### config.mk
export PLATFORM = sky130hd
export DESIGN_NAME = ilid_cell
export DESIGN_NICKNAME = d
export VERILOG_FILES = /design/src/sv/ilid_pkg.sv /design/src/sv/ilid_cell.sv
export SDC_FILE = /design/constraint.sdc
export NUM_CORES = 1
export LEC_CHECK = 0
export ABC_AREA = 0
export BUFFER_PORTS_ARGS = -buffer_cell sky130_fd_sc_hd__buf_2
export CAP_MARGIN = 20
export CELL_PAD_IN_SITES_DETAIL_PLACEMENT = 0
export CELL_PAD_IN_SITES_GLOBAL_PLACEMENT = 2
export CORE_ASPECT_RATIO = 0.6
export CORE_MARGIN = 3
export CORE_UTILIZATION = 23
export DETAILED_ROUTE_END_ITERATION = 10
export PLACE_DENSITY_LB_ADDON = 0.08
export SETUP_SLACK_MARGIN = 0.3
export SYNTH_ARGS = -nofsm -noshare
export SYNTH_HDL_FRONTEND = slang
export SYNTH_SLANG_ARGS = --single-unit
export TNS_END_PERCENT = 10
### constraint.sdc
create_clock -name clk -period 3.15 [get_ports clk]
set_input_delay 0.315 -clock clk [delete_from_list [all_inputs] [get_ports clk]]
set_output_delay 0.315 -clock clk [all_outputs]
set_load 0.005 [all_outputs]
### src/sv/ilid_pkg.sv
// Package for the indexed list block: sizes, opcodes, status codes and the
// command struct broadcast to the storage cells. No dependencies.
`default_nettype none
package ilid_pkg;

  localparam int CAPACITY   = 64;
  localparam int DATA_W     = 32;
  localparam int POS_W      = 7;
  localparam int OPC_W      = 3;
  localparam int OUTCNT_W   = 7;
  localparam int CNT_W      = $clog2(CAPACITY + 1);
  localparam int IDX_W      = $clog2(CAPACITY);
  localparam int CMP_W      = (CNT_W > POS_W) ? CNT_W : POS_W;
  localparam int GROUP_SIZE = 8;
  localparam int NUM_GROUPS = (CAPACITY + GROUP_SIZE - 1) / GROUP_SIZE;

  typedef enum logic [OPC_W-1:0] {
    OP_READ   = 3'd0,
    OP_HEAD   = 3'd1,
    OP_TAIL   = 3'd2,
    OP_BEFORE = 3'd3,
    OP_DELETE = 3'd4
  } opcode_t;

  typedef enum logic [1:0] {
    ST_DONE  = 2'd0,
    ST_RANGE = 2'd1,
    ST_FULL  = 2'd2
  } status_t;

  typedef struct packed {
    logic              ins;
    logic              del;
    logic              rd;
    logic [IDX_W-1:0]  idx;
    logic [DATA_W-1:0] value;
  } cell_cmd_t;

endpackage
`default_nettype wire

### src/sv/ilid_cell.sv
// One storage cell of the list: holds one entry, loads from its left or right
// neighbor on insert or delete, and drives its entry on a read hit. Uses ilid_pkg.
`default_nettype none
module ilid_cell (
  input  wire logic                          clk,
  input  wire ilid_pkg::cell_cmd_t           cmd,
  input  wire logic [ilid_pkg::IDX_W-1:0]    cell_idx,
  input  wire logic [ilid_pkg::DATA_W-1:0]   left_data,
  input  wire logic [ilid_pkg::DATA_W-1:0]   right_data,
  output logic      [ilid_pkg::DATA_W-1:0]   data,
  output logic      [ilid_pkg::DATA_W-1:0]   hit_data
);

  logic [ilid_pkg::DATA_W-1:0] data_next;

  always_comb begin
    data_next = data;
    if (cmd.ins) begin
      if (cell_idx > cmd.idx) begin
        data_next = left_data;
      end else if (cell_idx == cmd.idx) begin
        data_next = cmd.value;
      end
    end else if (cmd.del) begin
      if (cell_idx >= cmd.idx) begin
        data_next = right_data;
      end
    end
  end

  always_ff @(posedge clk) begin
    data <= data_next;
  end

  assign hit_data = (cmd.rd && (cell_idx == cmd.idx)) ? data : '0;

endmodule
`default_nettype wire

# Word-level counts from Yosys, hierarchy flattened
# Cells that the tools add are included.
[classes]
n_addsub = 0
multipliers = 0
div = 0
n_lt_le_gt_ge = 2
n_eq_ne = 2
shifts = 0
muxes = 6
bitwise_logic = 0
reduce_logical = 4
[op_table]
columns = ["cell", "count"]
rows = [
  ["two-way mux 32 bit", 6],
  ["equality test 6 bit", 1],
  ["greater-or-equal comparator 6 bit", 1],
  ["> comparator 6 bit", 1],
  ["nonzero test 2 bit", 2],
  ["inequality test 3 x 1 -> 1 bit, second input constant", 1],
  ["AND reduction 3 bit", 1],
  ["logical AND 1 bit", 1],
]
[totals]
ff_bits = 32
latchBits = 0
ram_bits = 0
rom_bits = 0
in_bits = 112
mem_count = 0

# Logic depth before layout (Yosys ltp)
[depth]
ltp_word = 4
depth_mapped = 9
ltp_nobuf = 6

# Worst setup path before layout
# OpenSTA, ideal clock, no wires.
[synth_path]
path_kind = "input port to flip-flop"
startpoint = "input port cmd[37] (netlist bit)"
endpoint = "register data[0] (netlist bit), enable pin"
setup_time_ps = 391
arrival_ps = 2207
setup_slack_ps = 552
stages = 7
path_buffers = 2
cell_sequence = "inv_1 -> ha_1 -> and4_4 -> and3_4 -> buf_6 -> clkbuf_1 -> o22a_1"
[synth_between]
elab_chain_len = 3
word_cells_on_any_way = 6
[synth_lines]
columns = ["element", "line_no", "rtl"]
rows = [
  ["start: declaration", "ilid_cell.sv:6", "input wire ilid_pkg::cell_cmd_t cmd,"],
  ["> comparator 6 bit (tied with other cells)", "ilid_cell.sv:19", "if (cell_idx > cmd.idx) begin"],
  ["inequality test 3 x 1 -> 1 bit (no line) or nonzero test 2 bit (tied branches)", "n/a", ""],
  ["AND reduction 3 bit (no line) (*)", "n/a", ""],
  ["end signal: assignment", "ilid_cell.sv:32", "data <= data_next;"],
  ["end: declaration", "ilid_cell.sv:10", "output logic [ilid_pkg::DATA_W-1:0] data,"],
]
# Every way passes the cells marked *; elsewhere a longest branch is shown, timed or not.
# A chain may end at the register's enable or synchronous reset.

# Worst setup path in the final report
[layout_path]
startpoint = "input port cmd[37] (netlist bit)"
endpoint = "output port hit_data[12] (netlist bit)"
[layout_between]
elab_chain_len = 3
[layout_lines]
columns = ["element", "line_no", "rtl"]
rows = [
  ["equality test 6 bit", "ilid_cell.sv:35", "assign hit_data = (cmd.rd && (cell_idx == cmd.idx)) ? data : '0;"],
  ["logical AND 1 bit", "ilid_cell.sv:35", ""],
  ["two-way mux 32 bit", "ilid_cell.sv:35", ""],
  ["end: declaration", "ilid_cell.sv:11", "output logic [ilid_pkg::DATA_W-1:0] hit_data"],
]
# Every way passes these cells.

==> run metrics <==
CP peak stage delay 0.42 ns; fraction of layout cells with a size suffix above 1 a little over two fifths; WP data arrival 2.03 ns; Initial Utilization about 24%; RSZ-0062 raised after global routing no; CTS tree done; Rel. slew slack roughly two thirds; largest cells by area after synthesis edfxtp_1 (35%), a311o_1 (12%), nand2_1 (8.7%); Post-CTS Resized 0; nature of the critical path endpoint primary output; status finished, final reports clean; Antenna Nets Post-Route 0; crit-path most repeated cell buf_2; Final Slew Violations 0; IO Port Bufs ~180; syn_area_per_cell 8.71 um2; Die Wd 147 um; leakage power about 1.8 nW; Ports around 180; Yosys top cell by area edfxtp_1; Reg clk slew, reported paths 0.05 ns; hold buffer count at CTS 0; area of the multi-input gates between 0.0015 and 0.002 mm2; number of flops mapped to enable cells by yosys 32; global-route usage over all layers between 10% and 20%; #FFs+latches synth 32; Area growth, synth to finish 40.1%; DRT Pass-1 Iters 5; vias per cell 4.91; most frequent cell after synthesis nand2_1; Tcrit/Tclk final about three quarters; core area about 0.011 mm2; Crit-path slowest cell buf_4; CP required 2.83 ns; CP Class in2out; Fill cells between 1,000 and 1,500; critical path peak fanout 46; Pint about 1.0 mW; distinct cell type count after synthesis 20; Warnings, synthesis 0; Hold Crit Start cmd[25]; row count 30; die height 90.9 um; Die ar. between 0.01 and 0.015 mm2; htree depth 2; Startpoint Class input pin; Main synth FF type edfxtp_1; Post-DP HPWL between 7000 and 8000 um; Overflow after GRT 0; clk sinks 32; Final Power around 1.5 mW; Clock Tree Root clkbuf_16; mapped cell area 0.00276 mm2; post-synthesis async set-or-reset flop share 0%; final WL 10,900 um; FF/Latch Area 961 um2; vias in the first global route 3,132; Final setup viols 0; power density over the cells around 380 mW/mm2; detailed-route via count roughly 3,000; Mapped Cells roughly 320; routability cong. 0.702; share of power burned in the clock network roughly 32%; Gate power share a little over a quarter; hold crit path type in2reg; critical path cell sequence buf_2, inv_1, ha_1, and4_4, and3_4, buf_4, and3_1, buf_2; Psw approximately 0.44 mW; Post-CTS Setup Bufs 0; max FFs per register 32; setup TNS 0 ns; CTS Buf Count 5; top-area cell type share of the netlist area about a third; Starting DRT DRC Count between 150 and 200; Worst IR Drop VDD between 0.15 and 0.2 mV; sequential share of power 40.5%; Commonest cells post-synth nand2_1 (64), nor2b_1 (33); Final Hold Vio Count 0; switching share of power ~30%; # DRC 0; Syn Nets 435; max cap viols 0; ant diodes 0; Hold EP data[25]$_DFFE_PP_; sequential area share after synthesis between 30% and 40%; first-pass GRT wire length about 17,000 um; Slew @ Worst Pin around 0.53 ns; Most flops, register data; Routed wire per std cell between 15 and 20 um; maximum clock rate 427 MHz; Largest regs data: 32 flops; layout net count 586; minimum clock period roughly 2.3 ns; initial antenna violation count 2; hold path depth 3; CTS max path bufs 2; largest net degree at the start of global routing 51
## layer usage
| metal | share of wire [%] | GRT usage, % | wire length, um |
|---|---|---|---|
| met1 | 48 | 21.6 | 5220 |
| met3 | 7.1 | 4.66 | 775 |
| met2 | 44 | 24.7 | 4780 |
| met4 | 0.68 | 3.57 | 74 |
| met5 | 0.15 | 0 | 16 |
## placed cells by master, fill, tap and decap left out, types with 5 or more instances in the layout
cell type	n
buf_2	174
a311o_1	32
edfxtp_1	32
nand2_1	64
a31oi_1	32
o211ai_1	32
and3_1	32
buf_4	8
nor2b_1	33
clkbuf_16	5
ha_1	6
inv_1	6
## worst max path at each step
stage | slack, ns | depth (start not counted) | to | startpoint
floorplan | 0.55 | 7 | data[0]$_DFFE_PP_ | cmd[37]
finish | 0.81 | 8 | hit_data[12] | cmd[37]
CTS | 0.79 | 8 | hit_data[5] | cmd[37]
global placement | 0.82 | 8 | hit_data[14] | cmd[37]
detailed placement | 0.80 | 8 | hit_data[5] | cmd[37]
global route | 0.68 | 8 | hit_data[8] | cmd[37]
## cell families after synthesis
kind of cell	Yosys count	synth area share (%)
AND/OR/NAND/NOR	133	24.6
adder cells (fa/ha/maj)	6	2.72
buffers and inverters	46	9.07
flip-flops	32	34.8
AO/OA/AOI/OAI	100	28.8
## area by class of cell
| type | count | share of cell area, % |
|---|---|---|
| Sequential cell | 32 | 24.9 |
| Inverter | 6 | 0.583 |
| Clock inverter | 1 | 0.0971 |
| Tap cell | 160 | 5.18 |
| Timing Repair Buffer | 184 | 25.1 |
| Multi-Input combinational cell | 239 | 40.7 |
| Clock buffer | 7 | 3.43 |
## worst max-delay path, delay by kind of cell
kind | cells | cell delay (ns)
adder cells (fa/ha/maj) | 1 | 0.36
buffers and inverters | 4 | 0.63
AND/OR/NAND/NOR | 3 | 0.68
## stage by stage
stage | hold slack, ns | worst slack, ns | cells | utilization [%] | instance area [um2]
after global routing | 0.389 | 0.684 | 629 | 33.7 | 3870
after CTS | 0.375 | 0.792 | 629 | 33.7 | 3870
after detailed placement | 0.671 | 0.796 | 621 | 32.5 | 3730
after global placement | 0.667 | 0.818 | 621 | 32.5 | 3730
after floorplan | 0.561 | 0.552 | 317 | - | 2760
final | 0.387 | 0.809 | 629 | 33.7 | 3870
## power groups by stage
stage	clock network [mW]	registers [mW]	logic, mW
2_1_floorplan	0	0.607	0.191
3_3_place_gp	0	0.606	0.412
3_5_place_dp	0	0.608	0.412
4_1_cts	0.496	0.600	0.413
5_1_grt	0.510	0.609	0.453
6_report	0.476	0.599	0.405
Note: power is estimated with default switching activity, not from simulation.
